$ cat src/hw/rtl/robot_opponent_chase_controller_macros.svh
// ----------------------------------------------------------------------------
// Assertion macros for the opponent chase controller
// Clocked concurrent checks with and without the reset qualifier.
// ----------------------------------------------------------------------------
`ifndef ROBOT_OPPONENT_CHASE_CONTROLLER_MACROS_SVH
`define ROBOT_OPPONENT_CHASE_CONTROLLER_MACROS_SVH

`ifndef SYNTHESIS

// check gated off while reset is high
`define ROC_ASSERT(lbl, prop) \
   lbl: assert property (@(posedge clock) disable iff (reset) prop) \
      else $error("roc assertion failed");

// check that also holds during reset
`define ROC_ASSERT_ALWAYS(lbl, prop) \
   lbl: assert property (@(posedge clock) prop) \
      else $error("roc assertion failed");

`else

`define ROC_ASSERT(lbl, prop)
`define ROC_ASSERT_ALWAYS(lbl, prop)

`endif

`endif

$ cat src/hw/rtl/roc_pkg.sv
// ----------------------------------------------------------------------------
// roc_pkg
// Types, codes and reset values shared by the chase controller modules.
// ----------------------------------------------------------------------------
`default_nettype none

package roc_pkg;

   localparam int WINDOW_DEPTH = 8;
   localparam int CM_W         = 10;

   localparam logic [CM_W-1:0] WINDOW_INIT = 10'd1000;

   // configuration register indexes
   localparam logic [2:0] CSR_DROP_THRESHOLD = 3'd0;
   localparam logic [2:0] CSR_NEAR_THRESHOLD = 3'd1;
   localparam logic [2:0] CSR_CONFIRM_NEEDED = 3'd2;
   localparam logic [2:0] CSR_AVOID_TIME_MS  = 3'd3;
   localparam logic [2:0] CSR_NO_ECHO_CODE   = 3'd4;

   // configuration reset values
   localparam logic [9:0]  RST_DROP_THRESHOLD = 10'd30;
   localparam logic [9:0]  RST_NEAR_THRESHOLD = 10'd20;
   localparam logic [3:0]  RST_CONFIRM_NEEDED = 4'd2;
   localparam logic [15:0] RST_AVOID_TIME_MS  = 16'd4000;
   localparam logic [9:0]  RST_NO_ECHO_CODE   = 10'd1023;

   // drive directions
   localparam logic [2:0] DIR_FORWARD = 3'd0;
   localparam logic [2:0] DIR_REVERSE = 3'd1;
   localparam logic [2:0] DIR_LEFT    = 3'd2;
   localparam logic [2:0] DIR_RIGHT   = 3'd3;
   localparam logic [2:0] DIR_CW      = 3'd4;
   localparam logic [2:0] DIR_CCW     = 3'd5;

   // reported mode codes
   localparam logic [1:0] MODE_STARTUP = 2'd0;
   localparam logic [1:0] MODE_SEARCH  = 2'd1;
   localparam logic [1:0] MODE_CHASE   = 2'd2;
   localparam logic [1:0] MODE_AVOID   = 2'd3;

   localparam logic [3:0] CONFIRM_MAX = 4'd15;

   typedef struct packed {
      logic [9:0]  left_cm;
      logic [9:0]  right_cm;
      logic        front_left_line;
      logic        front_right_line;
      logic        rear_left_line;
      logic        rear_right_line;
      logic [31:0] now_ms;
   } req_type;

   typedef struct packed {
      logic [2:0] drive_dir;
      logic [1:0] mode;
   } rsp_type;

   typedef struct packed {
      logic [9:0]  drop_threshold;
      logic [9:0]  near_threshold;
      logic [3:0]  confirm_needed;
      logic [15:0] avoid_time_ms;
      logic [9:0]  no_echo_code;
   } cfg_type;

   // window status after the current push
   typedef struct packed {
      logic            full;
      logic [CM_W-1:0] mean;
   } win_stat_type;

endpackage

`default_nettype wire

$ cat src/hw/rtl/roc_ram.sv
// ----------------------------------------------------------------------------
// roc_ram
// Generic single write port, single read port RAM with registered read.
// ----------------------------------------------------------------------------
`default_nettype none

module roc_ram #(
   parameter int WIDTH = 10,
   parameter int DEPTH = 8
) (
   input  wire logic                     clock,
   input  wire logic                     wr_en,
   input  wire logic [$clog2(DEPTH)-1:0] wr_addr,
   input  wire logic [WIDTH-1:0]         wr_data,
   input  wire logic [$clog2(DEPTH)-1:0] rd_addr,
   output logic      [WIDTH-1:0]         rd_data
);

   logic [WIDTH-1:0] mem_ff [DEPTH];
   logic [WIDTH-1:0] rd_data_ff;

   always_ff @(posedge clock) begin
      if (wr_en) begin
         mem_ff[wr_addr] <= wr_data;
      end
      rd_data_ff <= mem_ff[rd_addr];
   end

   assign rd_data = rd_data_ff;

endmodule

`default_nettype wire

$ cat src/hw/rtl/roc_window.sv
// ----------------------------------------------------------------------------
// roc_window
// Sliding window of range means with running sum and constant divide.
// ----------------------------------------------------------------------------
`default_nettype none

`include "robot_opponent_chase_controller_macros.svh"

module roc_window #(
   parameter int DEPTH = roc_pkg::WINDOW_DEPTH
) (
   input  wire logic                     clock,
   input  wire logic                     reset,
   input  wire logic                     push,
   input  wire logic [roc_pkg::CM_W-1:0] value,
   output roc_pkg::win_stat_type         stat
);

   localparam int PTR_W   = $clog2(DEPTH);
   localparam int SUM_W   = roc_pkg::CM_W + PTR_W;
   localparam int SHIFT   = SUM_W + PTR_W;
   localparam int MAGIC_W = SUM_W + 1;
   localparam int PROD_W  = SUM_W + MAGIC_W;
   // ceil(2^SHIFT / DEPTH): exact floor divide for any SUM_W-bit sum
   localparam longint unsigned MAGIC = ((64'd1 << SHIFT) + DEPTH - 1) / DEPTH;
   localparam logic [PTR_W-1:0] LAST_PTR = PTR_W'(DEPTH - 1);
   localparam logic [SUM_W-1:0] SUM_INIT = SUM_W'(int'(roc_pkg::WINDOW_INIT) * DEPTH);

   logic [PTR_W-1:0] ptr_ff, ptr_in;
   logic [SUM_W-1:0] sum_ff, sum_in;
   logic             full_ff, full_in;

   logic [roc_pkg::CM_W-1:0] rd_data;
   logic [roc_pkg::CM_W-1:0] old_value;
   logic [SUM_W-1:0]         push_sum;
   logic [PROD_W-1:0]        prod;
   logic                     wrap;

   roc_ram #(
      .WIDTH (roc_pkg::CM_W),
      .DEPTH (DEPTH)
   ) u_ram (
      .clock   (clock),
      .wr_en   (push),
      .wr_addr (ptr_ff),
      .wr_data (value),
      .rd_addr (ptr_in),
      .rd_data (rd_data)
   );

   // read data always holds the entry at ptr_ff; unwritten until first wrap
   assign old_value = full_ff ? rd_data : roc_pkg::WINDOW_INIT;
   assign wrap      = (ptr_ff == LAST_PTR);
   assign push_sum  = sum_ff - SUM_W'(old_value) + SUM_W'(value);

   always_comb begin
      ptr_in  = ptr_ff;
      sum_in  = sum_ff;
      full_in = full_ff;
      if (push) begin
         ptr_in  = wrap ? '0 : ptr_ff + 1'b1;
         sum_in  = push_sum;
         full_in = full_ff | wrap;
      end
   end

   always_ff @(posedge clock) begin
      if (reset) begin
         ptr_ff  <= '0;
         sum_ff  <= SUM_INIT;
         full_ff <= 1'b0;
      end else begin
         ptr_ff  <= ptr_in;
         sum_ff  <= sum_in;
         full_ff <= full_in;
      end
   end

   assign prod      = PROD_W'(push_sum) * PROD_W'(MAGIC);
   assign stat.mean = prod[SHIFT +: roc_pkg::CM_W];
   assign stat.full = full_ff | wrap;

   `ROC_ASSERT(a_ptr_in_range, ptr_ff <= LAST_PTR)
   `ROC_ASSERT(a_full_sticky, $past(full_ff) && !$past(reset) |-> full_ff)

endmodule

`default_nettype wire

$ cat src/hw/rtl/roc_fsm.sv
// ----------------------------------------------------------------------------
// roc_fsm
// Mode machine, confirm counter and drive direction selection.
// ----------------------------------------------------------------------------
`default_nettype none

`include "robot_opponent_chase_controller_macros.svh"

module roc_fsm (
   input  wire logic                     clock,
   input  wire logic                     reset,
   input  wire logic                     step,
   input  wire roc_pkg::req_type         req,
   input  wire logic [roc_pkg::CM_W-1:0] newest,
   input  wire roc_pkg::cfg_type         cfg,
   input  wire roc_pkg::win_stat_type    win,
   output roc_pkg::rsp_type              rsp
);

   typedef enum logic [3:0] {
      ST_STARTUP = 4'b0001,
      ST_SEARCH  = 4'b0010,
      ST_CHASE   = 4'b0100,
      ST_AVOID   = 4'b1000
   } mode_state_type;

   mode_state_type mode_ff, mode_in;
   logic [3:0]     confirm_ff, confirm_in;
   logic [2:0]     last_dir_ff, last_dir_in;
   logic [31:0]    avoid_start_ff, avoid_start_in;

   logic        line;
   logic [11:0] drop_diff;
   logic        drop;
   logic [3:0]  confirm_det;
   logic        detected;
   logic        both_echo;
   logic        none_echo;
   logic        left_nearer;
   logic        right_nearer;
   logic [31:0] elapsed;
   logic        avoid_done;
   logic [2:0]  dir;

   assign line = req.front_left_line | req.front_right_line
               | req.rear_left_line  | req.rear_right_line;

   // signed compare: mean - newest > drop_threshold
   assign drop_diff = {2'b00, win.mean} - {2'b00, newest};
   assign drop      = ($signed(drop_diff) > $signed({2'b00, cfg.drop_threshold}))
                    || (newest < cfg.near_threshold);

   always_comb begin
      if (drop) begin
         confirm_det = (confirm_ff == roc_pkg::CONFIRM_MAX) ? confirm_ff
                                                            : confirm_ff + 1'b1;
      end else begin
         confirm_det = (confirm_ff == '0) ? confirm_ff : confirm_ff - 1'b1;
      end
   end

   assign detected = win.full && (confirm_det >= cfg.confirm_needed);

   assign both_echo    = (req.left_cm != cfg.no_echo_code)
                       && (req.right_cm != cfg.no_echo_code);
   assign none_echo    = (req.left_cm == cfg.no_echo_code)
                       && (req.right_cm == cfg.no_echo_code);
   assign left_nearer  = ({1'b0, req.left_cm} + {1'b0, cfg.near_threshold})
                       < {1'b0, req.right_cm};
   assign right_nearer = ({1'b0, req.right_cm} + {1'b0, cfg.near_threshold})
                       < {1'b0, req.left_cm};

   assign elapsed    = req.now_ms - avoid_start_ff;
   assign avoid_done = elapsed > {16'd0, cfg.avoid_time_ms};

   always_comb begin
      mode_in        = mode_ff;
      confirm_in     = confirm_ff;
      last_dir_in    = last_dir_ff;
      avoid_start_in = avoid_start_ff;
      dir            = roc_pkg::DIR_FORWARD;
      unique case (mode_ff)
         ST_STARTUP: begin
            dir = roc_pkg::DIR_CW;
            if (win.full) begin
               confirm_in = detected ? '0 : confirm_det;
               if (detected) begin
                  mode_in = ST_CHASE;
               end
            end
         end
         ST_SEARCH: begin
            dir = last_dir_ff;
            if (line) begin
               mode_in        = ST_AVOID;
               avoid_start_in = req.now_ms;
            end else if (win.full) begin
               confirm_in = detected ? '0 : confirm_det;
               if (detected) begin
                  mode_in = ST_CHASE;
               end
            end
         end
         ST_CHASE: begin
            if (both_echo && left_nearer) begin
               dir         = roc_pkg::DIR_LEFT;
               last_dir_in = roc_pkg::DIR_LEFT;
            end else if (both_echo && right_nearer) begin
               dir         = roc_pkg::DIR_RIGHT;
               last_dir_in = roc_pkg::DIR_RIGHT;
            end
            if (line) begin
               mode_in        = ST_AVOID;
               avoid_start_in = req.now_ms;
            end else if (none_echo) begin
               mode_in = ST_SEARCH;
            end
         end
         ST_AVOID: begin
            priority if (req.front_left_line || req.front_right_line) begin
               dir = roc_pkg::DIR_REVERSE;
            end else if (req.rear_left_line && req.rear_right_line) begin
               dir = roc_pkg::DIR_FORWARD;
            end else if (req.rear_left_line) begin
               dir = roc_pkg::DIR_RIGHT;
            end else if (req.rear_right_line) begin
               dir = roc_pkg::DIR_LEFT;
            end else begin
               dir = roc_pkg::DIR_CW;
            end
            if (avoid_done) begin
               mode_in        = ST_SEARCH;
               avoid_start_in = req.now_ms;
            end
         end
         default: begin
            mode_in = ST_STARTUP;
         end
      endcase
   end

   always_ff @(posedge clock) begin
      if (reset) begin
         mode_ff        <= ST_STARTUP;
         confirm_ff     <= '0;
         last_dir_ff    <= roc_pkg::DIR_CCW;
         avoid_start_ff <= '0;
      end else if (step) begin
         mode_ff        <= mode_in;
         confirm_ff     <= confirm_in;
         last_dir_ff    <= last_dir_in;
         avoid_start_ff <= avoid_start_in;
      end
   end

   always_comb begin
      unique case (mode_in)
         ST_STARTUP: rsp.mode = roc_pkg::MODE_STARTUP;
         ST_SEARCH:  rsp.mode = roc_pkg::MODE_SEARCH;
         ST_CHASE:   rsp.mode = roc_pkg::MODE_CHASE;
         ST_AVOID:   rsp.mode = roc_pkg::MODE_AVOID;
         default:    rsp.mode = roc_pkg::MODE_STARTUP;
      endcase
   end

   assign rsp.drive_dir = dir;

   // a fresh chase always starts with a cleared confirm count
   `ROC_ASSERT(a_chase_entry_clear,
      mode_ff == ST_CHASE && $past(mode_ff) != ST_CHASE && !$past(reset)
      |-> confirm_ff == '0)

endmodule

`default_nettype wire

$ cat src/hw/rtl/robot_opponent_chase_controller.sv
// ----------------------------------------------------------------------------
// robot_opponent_chase_controller
// Sumo robot opponent detection and drive direction controller.
// ----------------------------------------------------------------------------
// Usage:
//   req_*  : one sensor sample per request (ranges, line flags, time stamp).
//            Taken on a clock edge with req_valid high and req_stall low.
//   rsp_*  : one drive direction and mode per request, in request order.
//   csr_*  : register writes, index 0..4; csr_ready is always high, other
//            indexes are dropped. Write only while no request is in flight.
// From request accept to rsp_valid, the request sits in the input register,
// then the window update, divide and mode logic load the result register.
// Throughput is one request per cycle while rsp_stall is low; the running
// window sum and one constant-reciprocal multiply keep a step short.
// If rsp_stall holds a full result register, the input register holds its
// request and req_stall rises until the result is taken.
// Reset clears the mode machine, confirm count and window fill state; the
// window reads as 1000 cm until its first full lap. No clearing pass.
// ----------------------------------------------------------------------------
`default_nettype none

`include "robot_opponent_chase_controller_macros.svh"

module robot_opponent_chase_controller #(
   parameter int WINDOW_DEPTH = roc_pkg::WINDOW_DEPTH
) (
   input  wire logic             clock,
   input  wire logic             reset,

   input  wire logic             req_valid,
   output logic                  req_stall,
   input  wire roc_pkg::req_type req_payload,

   output logic                  rsp_valid,
   input  wire logic             rsp_stall,
   output roc_pkg::rsp_type      rsp_payload,

   input  wire logic             csr_valid,
   output logic                  csr_ready,
   input  wire logic [2:0]       csr_index,
   input  wire logic [15:0]      csr_wdata
);

   roc_pkg::cfg_type cfg_ff;

   logic             s1_valid_ff;
   roc_pkg::req_type s1_data_ff;
   logic             out_valid_ff;
   roc_pkg::rsp_type out_data_ff;

   logic                     s1_adv;
   logic                     req_accept;
   logic [10:0]              range_sum;
   logic [roc_pkg::CM_W-1:0] newest;
   roc_pkg::win_stat_type    win_stat;
   roc_pkg::rsp_type         step_rsp;

   assign csr_ready = 1'b1;

   always_ff @(posedge clock) begin
      if (reset) begin
         cfg_ff.drop_threshold <= roc_pkg::RST_DROP_THRESHOLD;
         cfg_ff.near_threshold <= roc_pkg::RST_NEAR_THRESHOLD;
         cfg_ff.confirm_needed <= roc_pkg::RST_CONFIRM_NEEDED;
         cfg_ff.avoid_time_ms  <= roc_pkg::RST_AVOID_TIME_MS;
         cfg_ff.no_echo_code   <= roc_pkg::RST_NO_ECHO_CODE;
      end else if (csr_valid && csr_ready) begin
         unique case (csr_index)
            roc_pkg::CSR_DROP_THRESHOLD: cfg_ff.drop_threshold <= csr_wdata[9:0];
            roc_pkg::CSR_NEAR_THRESHOLD: cfg_ff.near_threshold <= csr_wdata[9:0];
            roc_pkg::CSR_CONFIRM_NEEDED: cfg_ff.confirm_needed <= csr_wdata[3:0];
            roc_pkg::CSR_AVOID_TIME_MS:  cfg_ff.avoid_time_ms  <= csr_wdata;
            roc_pkg::CSR_NO_ECHO_CODE:   cfg_ff.no_echo_code   <= csr_wdata[9:0];
            default: ;
         endcase
      end
   end

   // pipeline control
   assign s1_adv     = s1_valid_ff && (!out_valid_ff || !rsp_stall);
   assign req_stall  = s1_valid_ff && !s1_adv;
   assign req_accept = req_valid && !req_stall;

   always_ff @(posedge clock) begin
      if (reset) begin
         s1_valid_ff  <= 1'b0;
         out_valid_ff <= 1'b0;
      end else begin
         if (req_accept) begin
            s1_valid_ff <= 1'b1;
         end else if (s1_adv) begin
            s1_valid_ff <= 1'b0;
         end
         if (s1_adv) begin
            out_valid_ff <= 1'b1;
         end else if (!rsp_stall) begin
            out_valid_ff <= 1'b0;
         end
      end
   end

   always_ff @(posedge clock) begin
      if (req_accept) begin
         s1_data_ff <= req_payload;
      end
      if (s1_adv) begin
         out_data_ff <= step_rsp;
      end
   end

   assign range_sum = {1'b0, s1_data_ff.left_cm} + {1'b0, s1_data_ff.right_cm};
   assign newest    = range_sum[10:1];

   roc_window #(
      .DEPTH (WINDOW_DEPTH)
   ) u_window (
      .clock (clock),
      .reset (reset),
      .push  (s1_adv),
      .value (newest),
      .stat  (win_stat)
   );

   roc_fsm u_fsm (
      .clock  (clock),
      .reset  (reset),
      .step   (s1_adv),
      .req    (s1_data_ff),
      .newest (newest),
      .cfg    (cfg_ff),
      .win    (win_stat),
      .rsp    (step_rsp)
   );

   assign rsp_valid   = out_valid_ff;
   assign rsp_payload = out_data_ff;

   `ROC_ASSERT_ALWAYS(a_stall_cause, req_stall |-> (s1_valid_ff && out_valid_ff && rsp_stall))
   `ROC_ASSERT(a_held_request_kept,
      $past(s1_valid_ff && !s1_adv) && !$past(reset) |-> s1_valid_ff)

endmodule

`default_nettype wire
$ cat config.mk
export PLATFORM = sky130hd
export DESIGN_NAME = robot_opponent_chase_controller
export DESIGN_NICKNAME = d
export VERILOG_FILES = /design/src/hw/rtl/roc_pkg.sv /design/src/hw/rtl/roc_ram.sv /design/src/hw/rtl/roc_window.sv /design/src/hw/rtl/roc_fsm.sv /design/src/hw/rtl/robot_opponent_chase_controller.sv
export VERILOG_INCLUDE_DIRS = /design/src /design/src/hw/rtl
export SDC_FILE = /design/constraint.sdc
export NUM_CORES = 1
export LEC_CHECK = 0
export ABC_AREA = 1
export BUFFER_PORTS_ARGS = -buffer_cell sky130_fd_sc_hd__buf_4
export CAP_MARGIN = 25
export CORE_MARGIN = 3
export CORE_UTILIZATION = 35
export CTS_CLUSTER_DIAMETER = 50
export DETAILED_ROUTE_END_ITERATION = 10
export PLACE_DENSITY = 0.61
export SLEW_MARGIN = 20
export SYNTH_ARGS = -nofsm -noshare
export SYNTH_HDL_FRONTEND = slang
export SYNTH_HIERARCHICAL = 1
export SYNTH_SLANG_ARGS = --single-unit
$ cat constraint.sdc
create_clock -name clock -period 9.95 [get_ports clock]
set_clock_uncertainty 0.1 [all_clocks]
set_input_delay 0.995 -clock clock [delete_from_list [all_inputs] [get_ports clock]]
set_output_delay 0.995 -clock clock [all_outputs]
set_load 0.02 [all_outputs]
==> flow_summary_export.csv, run 1 <==
group,metric,value,unit
global_routing,grt_overflow_total,0,
clock_tree,cts_setup_buffers,0,
global_routing,grt_first_pass_wirelength,72700,um
worst_setup_path,reg2reg_slack,2150,ps
final_layout,ff_latch_area,6680,um2
yosys,yosys_warnings,6,
worst_setup_path,crit_family,"adder cells",
yosys,synth_edf_count,141,
sta,worstMarginPinSlew,842,ps
yosys,syn_area,17700,um2
final_layout,multi_input_area,8800,um2
clock_tree,cts_tree,"built",
hold_path,min_to,"u_fsm/last_dir_ff[1]$_SDFFE_PP0P_",
sta,max_freq,128,MHz
sta,finalSetupTns,0,ps
worst_setup_path,reg2reg_to,"rsp_payload[1]$_DFFE_PP_",
place,port_buffers,86,
power_and_ir_drop,power_leakage,9.94,nW
sta,holdWs,354,ps
clock_tree,path_clk_slew,60,ps
yosys,synth_xor_area_share,2.68,%
yosys,synthTopCellsByCount,"631 x nand2_1, 457 x inv_1, 209 x nor2_1",
floorplanning,dieHeight,231,um
clock_tree,clock-root-buffer,"clkbuf_16",
floorplanning,rows,81,
clock_tree,cts_resized,0,
floorplanning,start_util,35.8,%
power_and_ir_drop,powerDensity,185,nW/um2
place,place_hpwl,34000,um
worst_setup_path,path_class,"reg2reg",
sta,setup_viol,0,
global_routing,grt_max_degree,66,
sta,rsz0062_at_grt,"false",
worst_setup_path,cp_num_buf_inv,2,
global_routing,grt_pass1_vias,14481,
yosys,yosys.area_share.simple,27.9,%
clock_tree,cts_buffers,35,
final_layout,final_nets,2701,
detailed_routing,drc,0,
yosys,synth_top_family_by_area,"simple AND/OR/NAND/NOR gates",
detailed_routing,totalWireLength,44900,um
final_layout,area_delta_synth_final,14.1,%
yosys,async_reset_ff_share,0,%
detailed_routing,vias,14907,
worst_setup_path,required,10130,ps
global_routing,grt_util_all_layers,16.8,%
worst_setup_path,crit_arrival,7980,ps
job,cap_violations,0,
detailed_routing,ant_nets,0,
yosys,syn-instance-count,2380,
yosys,synthAdderAreaFrac,12.0,%
clock_tree,insertion_delay,550,ps
yosys,yosysMostFrequentCell,"nand2_1",
yosys,yosysSeqAreaShare,37.8,%
yosys,muxShareOfSynthArea,0,%
yosys,yosysUniqueCellTypes,53,
yosys,synth_ff_type,"edfxtp_1",
final_layout,fillers,5082,
clock_tree,cts_sinks,263,
worst_setup_path,r2r-start,"s1_data_ff[37]$_DFFE_PP_",
worst_setup_path,cpMaxStageDelayCell,"xor2_1",
clock_tree,htreeDepth,2,
hold_path,worstHoldPathCells,2,
yosys,ys_seq_elements,263,
sta,max-slew-margin-rel,43.7,%
worst_setup_path,start_kind,"flop",
worst_setup_path,cp_common_cell,"nand2_1",
hold_path,hold_class,"reg2reg",
clock_tree,cts_hold_buf,0,
detailed_routing,routedWlPerCell,14.2,um
worst_setup_path,r2r_cells,36,
floorplanning,die_area,53200,um2
final_layout,drive_gt1_share,9.93,%
place,gp_congestion,0.974,
floorplanning,die_x,231,um
worst_setup_path,end_kind,"flop",
clock_tree,clockBufferDepth,3,
worst_setup_path,path_max_fanout,11,
worst_setup_path,slowest_delay,710,ps
sta,finalCriticalPeriod,7800,ps
sta,drv_slew,0,
yosys,synth_area_leaders,"edfxtp_1 24%, dfxtp_1 14%, nand2_1 13%",
detailed_routing,routed_via_density,4.73,
floorplanning,io_pins,88,
power_and_ir_drop,peakVddDrop,162,uV
yosys,syn_area_per_cell,7.42,um2
yosys,syn_nets,2621,
yosys,synth_top_area_share,24.0,%
yosys,synth_compound_area_share,7.12,%
detailed_routing,drtPass1Iterations,5,
hold_path,worstHoldStart,"u_fsm/last_dir_ff[1]$_SDFFE_PP0P_",
floorplanning,core_area,49400,um2
global_routing,antenna_found_initial,0,
run_status,status,"completed",
final_layout,antenna_cells,0,
yosys,yosys.area.top_type,"edfxtp_1",
sta,post-route-period-util,78.4,%
sta,hold_viol,0,
detailed_routing,drt_iter0_drc,811,
## tightest hold or removal path, stage by stage, from the launching register on
cell     delay, ps
dfxtp_1        310
inv_1           50
a21oi_1         50
## kinds of logic (layout without fill, tap and decap cells)
group	after synthesis	after routing
xor gates and xnor gates	54	54
adders and majority gates	161	161
DFF	263	263
buffers and inverters	535	642
other	1	1
AOI/OAI and AO/OA	229	229
and+or+nand+nor	1137	1137
## worst max path at each step
stage                                   from                        to  slack, ps  depth (start not counted)
floorplan           s1_data_ff[37]$_DFFE_PP_  rsp_payload[0]$_DFFE_PP_       3070                         37
global placement    s1_data_ff[37]$_DFFE_PP_  rsp_payload[0]$_DFFE_PP_       2490                         37
detailed placement  s1_data_ff[37]$_DFFE_PP_  rsp_payload[0]$_DFFE_PP_       2200                         36
CTS                 s1_data_ff[37]$_DFFE_PP_  rsp_payload[0]$_DFFE_PP_       2130                         36
global route        s1_data_ff[37]$_DFFE_PP_  rsp_payload[0]$_DFFE_PP_       1480                         36
finish              s1_data_ff[37]$_DFFE_PP_  rsp_payload[1]$_DFFE_PP_       2150                         36
## cell type report
type / instances / area share, %
sequential: 263 / 33.1
clock inverter: 21 / 1.48
clock buffer: 43 / 4.80
multi-input combinational: 1582 / 43.7
tap: 664 / 4.12
inverter: 477 / 8.92
timing repair buffer: 101 / 3.87
## sequential cells by signal, indices dropped and copies added (netlist names)
name / cells
u_fsm/last_dir_ff: 3
u_fsm/mode_ff: 4
u_window/ptr_ff: 3
rsp_valid: 1
u_window/u_ram/rd_data: 10
cfg_ff: 50
s1_valid_ff: 1
u_window/u_ram/mem_ff: 80
u_fsm/confirm_ff: 4
u_fsm/avoid_start_ff: 32
rsp_payload: 5
u_window/sum_ff: 13
s1_data_ff: 56
u_window/full_ff: 1
## power breakdown
part | leakage, nW | internal, mW | total [mW] | switching [mW]
Combinational | 7.01 | 0.431 | 1.13 | 0.702
Clock | 0.616 | 0.840 | 1.35 | 0.511
Sequential | 2.31 | 1.21 | 1.24 | 0.0315
Total | 9.94 | 2.48 | 3.72 | 1.24
## metal layers
layer  global-route usage, %  share of wire, %  up-vias
met2                    28.4                46      305
met3                    3.02               4.5       90
met4                    6.35               3.5        0
li1                        -                 -     7685
met5                       0                 0        -
met1                    21.5                46     6827
## cells in the final DEF (no fill, tap or decap), drive strengths merged, types with 4 or more instances in the layout
cell type,instances
nand2,648
inv,479
nor2,219
nand3,203
ha,146
edfxtp,141
a21oi,134
dfxtp,122
buf,100
o21ai,62
clkbuf,44
xor2,42
nand4,26
nor3,16
fa,15
xnor2,12
clkinv,12
and2,9
o21bai,7
a211oi,7
bufinv,5
nand3b,5
or2,5
a31oi,4
nor4,4
## metrics by stage
stage | total power, mW | setup WS [ps] | cell area (um2) | std cells | utilization [%]
2_1_floorplan | 2.14 | 3070 | 17700 | 2380 | -
3_3_place_gp | 2.35 | 2490 | 18800 | 3083 | 38.1
3_5_place_dp | 2.38 | 2200 | 18900 | 3086 | 38.2
4_1_cts | 3.76 | 2130 | 20100 | 3150 | 40.8
5_1_grt | 3.99 | 1480 | 20200 | 3151 | 40.8
6_report | 3.72 | 2150 | 20200 | 3151 | 40.8
(Power assumes the default switching activity.)
==> run 2, diff against run 1 <==
clock period = 7.3 ns   (was 9.95 ns; I/O delays follow)
==> run 2 against run 1 <==
  * Power rose by 39%
  * Global-route usage rose by 0.65 points
  * Highest routed layer unchanged
  * Combinational power is 42% higher
  * Non-clock buffer count rose by 10
  * Critical path type unchanged
  * Die area unchanged
  * Cell count grew 0.38%
  * Flip-flop and latch count unchanged
==> flow_summary_export.csv, run 2 (same netlist as run 1, synthesis figures left out) <==
group,metric,value,unit
run_status,status,"completed",
sta,drv_slew,0,
worst_setup_path,end_kind,"flop",
final_layout,area_delta_synth_final,15.4,%
global_routing,antenna_found_initial,0,
power_and_ir_drop,powerDensity,254,nW/um2
detailed_routing,routedWlPerCell,14.7,um
worst_setup_path,slowest_delay,480,ps
detailed_routing,drc,0,
place,port_buffers,86,
hold_path,worstHoldStart,"req_payload[43]",
power_and_ir_drop,power_leakage,10.0,nW
floorplanning,dieHeight,231,um
sta,max_freq,149,MHz
final_layout,largest_register_ffs,80,
detailed_routing,drtPass1Iterations,5,
place,post_dp_cell_area,18900,um2
final_layout,final_cell_mix,"630 x nand2_1, 456 x inv_1, 208 x nor2_1, 174 x nand3_1, 141 x edfxtp_1",
detailed_routing,drt_iter0_drc,776,
clock_tree,cts_tree,"built",
worst_setup_path,reg2reg_slack,590,ps
clock_tree,clock-root-buffer,"clkbuf_16",
floorplanning,die_area,53200,um2
final_layout,reg_top3,"u_window/u_ram/mem_ff x80, s1_data_ff x56, cfg_ff x50",
final_layout,final_nets,2712,
floorplanning,core_area,49400,um2
worst_setup_path,cp_common_cell,"nand2_1",
clock_tree,path_clk_slew,60,ps
power_and_ir_drop,p_comb_share,31.0,%
worst_setup_path,r2r-start,"s1_data_ff[49]$_DFFE_PP_",
sta,setup_viol,0,
final_layout,fin_util,41.3,%
clock_tree,cts_sinks,263,
worst_setup_path,path_class,"reg2reg",
global_routing,grt_util_all_layers,17.5,%
sta,hold_viol,0,
worst_setup_path,reg2reg_to,"rsp_payload[0]$_DFFE_PP_",
hold_path,hold_class,"in2reg",
floorplanning,io_pins,88,
floorplanning,start_util,35.8,%
power_and_ir_drop,power_frac_clock,36.4,%
final_layout,fin_area,20400,um2
global_routing,grt_overflow_total,0,
worst_setup_path,r2r_cells,37,
worst_setup_path,cpMaxStageDelayCell,"fa_1",
floorplanning,die_x,231,um
sta,worstMarginPinSlew,1010,ps
place,gp_congestion,0.953,
hold_path,min_to,"s1_data_ff[43]$_DFFE_PP_",
place,place_hpwl,35600,um
sta,max-slew-margin-rel,32.6,%
power_and_ir_drop,p_switching,1.77,mW
place,pre_cts_ws,256,ps
detailed_routing,vias,14960,
global_routing,grt_first_pass_wirelength,75000,um
sta,holdWs,236,ps
final_layout,regMostFlops,"u_window/u_ram/mem_ff",
clock_tree,insertion_delay,570,ps
worst_setup_path,required,7500,ps
hold_path,worstHoldPathCells,1,
clock_tree,cts_buffers,36,
final_layout,final_common_cell,"nand2_1",
worst_setup_path,crit_arrival,6900,ps
sta,fin_ws,592,ps
clock_tree,htreeDepth,2,
detailed_routing,ant_nets,0,
global_routing,grt_pass1_vias,14764,
clock_tree,clockBufferDepth,3,
power_and_ir_drop,seq_power_share,32.6,%
floorplanning,rows,81,
worst_setup_path,path_max_fanout,5,
sta,post-route-period-util,91.9,%
worst_setup_path,start_kind,"flop",
global_routing,grt_max_degree,65,
final_layout,drive_gt1_share,11.1,%
power_and_ir_drop,p_int,3.40,mW
sta,finalCriticalPeriod,6710,ps
power_and_ir_drop,peakVddDrop,216,uV
final_layout,antenna_cells,0,
detailed_routing,totalWireLength,46500,um
job,cap_violations,0,
detailed_routing,routed_via_density,4.73,
power_and_ir_drop,sw_frac_of_total,34.2,%
## run 2: how the worst max path moves through the flow
| stage | from | endpoint |
|---|---|---|
| after detailed placement | s1_data_ff[48]$_DFFE_PP_ | rsp_payload[1]$_DFFE_PP_ |
| after floorplan | s1_data_ff[37]$_DFFE_PP_ | rsp_payload[0]$_DFFE_PP_ |
| final | s1_data_ff[49]$_DFFE_PP_ | rsp_payload[0]$_DFFE_PP_ |
| after CTS | s1_data_ff[38]$_DFFE_PP_ | rsp_payload[1]$_DFFE_PP_ |
| after global placement | s1_data_ff[38]$_DFFE_PP_ | rsp_payload[0]$_DFFE_PP_ |
| after global routing | s1_data_ff[49]$_DFFE_PP_ | rsp_payload[0]$_DFFE_PP_ |
## run 2: repair_timing
| action | 4_1_cts | 5_1_grt |
|---|---|---|
| endpoints found under the hold margin | 0 | 0 |
| resized for setup | 0 | 23 |
| setup buffers | 0 | 3 |
| endpoints found under the setup margin | 0 | 9 |
| hold buffers | 0 | 0 |
## run 2: power groups by stage
stage | registers (mW) | logic [mW] | clock network (mW)
CTS | 1.69 | 1.56 | 1.93
global route | 1.69 | 1.86 | 1.99
finish | 1.68 | 1.60 | 1.88
detailed placement | 1.71 | 1.54 | 0
global placement | 1.71 | 1.51 | 0
floorplan | 1.70 | 1.22 | 0
## run 2: cell type report
| type | instances | area [um2] |
|---|---|---|
| fillers | 5068 | 29000 |
| inverters | 477 | 1800 |
| clock buffers | 46 | 1060 |
| flip-flops and latches | 263 | 6680 |
| clock inverters | 20 | 260 |
| repair buffers | 111 | 853 |
| well taps | 664 | 831 |
| multi-input cells | 1582 | 8880 |
## run 2: layer usage
metal  GRT usage (%)  vias up  routed length (um)
li1                -     7694                   -
met1            22.3     6935               21200
met2            30.1      252               21900
met3            3.04       79                2030
met4            5.73        0                1340
met5               0        -                   0
## run 2: critical path, delay by kind of cell, from the launching register on
family / cells / cell delay (ps)
buffers and inverters: 3 / 180
and+or+nand+nor: 17 / 1900
adders and majority gates: 6 / 2160
AOI/OAI and AO/OA: 10 / 1430
DFF: 1 / 460
xor gates and xnor gates: 1 / 190
## run 2: metrics by stage
stage | cells | total power [mW] | setup TNS (ps)
4_1_cts | 3160 | 5.18 | 0
3_3_place_gp | 3091 | 3.23 | 0
3_5_place_dp | 3094 | 3.26 | 0
5_1_grt | 3163 | 5.53 | -45.6
2_1_floorplan | 2380 | 2.92 | 0
6_report | 3163 | 5.16 | 0
==> run 3, diff against run 2 <==
CORE_UTILIZATION = 30   (was 35)
CTS_CLUSTER_DIAMETER = default   (was 50)
PLACE_DENSITY = 0.56   (was 0.61)
==> run 3 against run 2 <==
  * Fmax shrank 1.7%
  * Power shrank 5.3%
  * Cell area decreased by 0.64%
  * Critical path type unchanged
  * Sequential power is essentially flat
  * Non-clock buffer count rose by 1
  * Global-route usage decreased by 2.6 points
  * Worst hold slack worse by 29 ps
==> flow_summary_export.csv, run 3 (same netlist as run 1, synthesis figures left out) <==
group,metric,value,unit
place,post_dp_cell_area,19000,um2
sta,setup_viol,0,
global_routing,grt_util_all_layers,14.9,%
sta,post-route-period-util,93.4,%
final_layout,regMostFlops,"u_window/u_ram/mem_ff",
worst_setup_path,slowest_delay,540,ps
floorplanning,die_x,249,um
final_layout,fin_area,20200,um2
clock_tree,path_clk_slew,60,ps
hold_path,worstHoldStart,"req_payload[52]",
clock_tree,cts_sinks,263,
global_routing,grt_max_degree,65,
final_layout,final_nets,2708,
final_layout,multi_input_area,8880,um2
power_and_ir_drop,p_comb_share,32.8,%
clock_tree,clockBufferDepth,3,
floorplanning,start_util,30.5,%
final_layout,area_delta_synth_final,14.6,%
detailed_routing,ant_nets,0,
sta,holdWs,207,ps
floorplanning,io_pins,88,
sta,fin_ws,479,ps
worst_setup_path,path_max_fanout,6,
sta,hold_viol,0,
place,pre_cts_ws,140,ps
hold_path,min_to,"s1_data_ff[52]$_DFFE_PP_",
place,placed_cells,3192,
final_layout,fillers,6195,
detailed_routing,totalWireLength,47100,um
power_and_ir_drop,p_total,4.89,mW
floorplanning,die_area,61800,um2
detailed_routing,drt_iter0_drc,850,
detailed_routing,vias,14759,
clock_tree,cts_buffers,31,
power_and_ir_drop,power_frac_clock,32.7,%
sta,max_freq,147,MHz
floorplanning,rows,88,
hold_path,hold_class,"in2reg",
final_layout,finalNonFillerCells,3257,
global_routing,grt_pass1_vias,14686,
floorplanning,core_area,57900,um2
clock_tree,clock-root-buffer,"clkbuf_16",
worst_setup_path,cpMaxStageDelayCell,"fa_1",
worst_setup_path,cp_common_cell,"nand2_1",
final_layout,final_common_cell,"nand2_1",
worst_setup_path,start_kind,"flop",
place,gp_congestion,0.904,
power_and_ir_drop,peakVddDrop,166,uV
final_layout,largest_register_ffs,80,
worst_setup_path,required,7530,ps
worst_setup_path,reg2reg_to,"rsp_payload[1]$_DFFE_PP_",
global_routing,grt_first_pass_wirelength,76100,um
sta,drv_slew,0,
detailed_routing,routedWlPerCell,14.4,um
final_layout,drive_gt1_share,10.5,%
global_routing,antenna_found_initial,1,
worst_setup_path,r2r-start,"s1_data_ff[38]$_DFFE_PP_",
power_and_ir_drop,p_switching,1.67,mW
power_and_ir_drop,seq_power_share,34.4,%
sta,max-slew-margin-rel,34.7,%
final_layout,final_cell_mix,"630 x nand2_1, 456 x inv_1, 209 x nor2_1, 174 x nand3_1, 142 x ha_1",
worst_setup_path,end_kind,"flop",
global_routing,grt_overflow_total,0,
floorplanning,dieHeight,249,um
worst_setup_path,crit_arrival,7050,ps
place,port_buffers,86,
detailed_routing,drtPass1Iterations,5,
final_layout,ff_latch_area,6680,um2
sta,finalCriticalPeriod,6820,ps
job,cap_violations,0,
clock_tree,htreeDepth,1,
power_and_ir_drop,powerDensity,242,nW/um2
detailed_routing,drc,0,
sta,worstMarginPinSlew,975,ps
clock_tree,cts_tree,"built",
run_status,status,"completed",
power_and_ir_drop,p_int,3.22,mW
worst_setup_path,path_class,"reg2reg",
clock_tree,insertion_delay,600,ps
power_and_ir_drop,sw_frac_of_total,34.1,%
final_layout,antenna_cells,0,
hold_path,worstHoldPathCells,1,
final_layout,reg_top3,"u_window/u_ram/mem_ff x80, s1_data_ff x56, cfg_ff x50",
worst_setup_path,r2r_cells,40,
power_and_ir_drop,power_leakage,9.89,nW
detailed_routing,routed_via_density,4.53,
worst_setup_path,reg2reg_slack,480,ps
place,place_hpwl,36000,um
run 3: area by class of cell:
cell class / instances / share of cell area, %
tap: 765 / 4.73
clock buffer: 41 / 4.17
multi-input combinational: 1582 / 43.9
timing repair buffer: 112 / 4.25
clock inverter: 17 / 1.07
inverter: 477 / 8.88
sequential: 263 / 33.0
run 3: how the worst max path moves through the flow:
| stage | start | to | slack, ps | cells after the start |
|---|---|---|---|---|
| floorplan | s1_data_ff[37]$_DFFE_PP_ | rsp_payload[0]$_DFFE_PP_ | 420 | 37 |
| global placement | s1_data_ff[38]$_DFFE_PP_ | rsp_payload[1]$_DFFE_PP_ | 280 | 41 |
| detailed placement | s1_data_ff[48]$_DFFE_PP_ | rsp_payload[1]$_DFFE_PP_ | 140 | 40 |
| CTS | s1_data_ff[48]$_DFFE_PP_ | rsp_payload[1]$_DFFE_PP_ | 60 | 40 |
| global route | s1_data_ff[38]$_DFFE_PP_ | rsp_payload[0]$_DFFE_PP_ | -20 | 40 |
| finish | s1_data_ff[38]$_DFFE_PP_ | rsp_payload[1]$_DFFE_PP_ | 480 | 40 |
run 3: layer usage:
metal	global-route usage, %	wire (um)	up-vias
li1	-	-	7677
met1	19.5	21700	6777
met2	26.4	22800	251
met3	1.96	1710	54
met4	3.08	861	0
met5	0	0	-
run 3: through the flow:
| stage | util, % | TNS [ps] |
|---|---|---|
| 2_1_floorplan | - | 0 |
| 3_3_place_gp | 32.8 | 0 |
| 3_5_place_dp | 32.9 | 0 |
| 4_1_cts | 34.7 | 0 |
| 5_1_grt | 34.9 | -27.5 |
| 6_report | 34.9 | 0 |
run 3: worst max-delay path: cells and delay by family, from the launching register on:
kind | cells | cell delay (ps)
adder cells (fa/ha/maj) | 6 | 2080
AND/OR/NAND/NOR | 17 | 1920
AO/OA/AOI/OAI | 10 | 1250
flip-flops | 1 | 450
XOR/XNOR | 2 | 430
buffers and inverters | 5 | 320
run 3: power groups by stage:
stage	logic [mW]	clock network, mW	registers [mW]
global route	1.86	1.71	1.69
floorplan	1.22	0	1.70
finish	1.61	1.60	1.68
global placement	1.53	0	1.71
CTS	1.56	1.66	1.68
detailed placement	1.55	0	1.72
run 3: what timing repair did:
item / 4_1_cts / 5_1_grt
setup endpoints to repair: 0 / 9
setup buffers: 0 / 5
endpoints found under the hold margin: 0 / 0
gates resized for setup: 0 / 21
hold buffers: 0 / 0
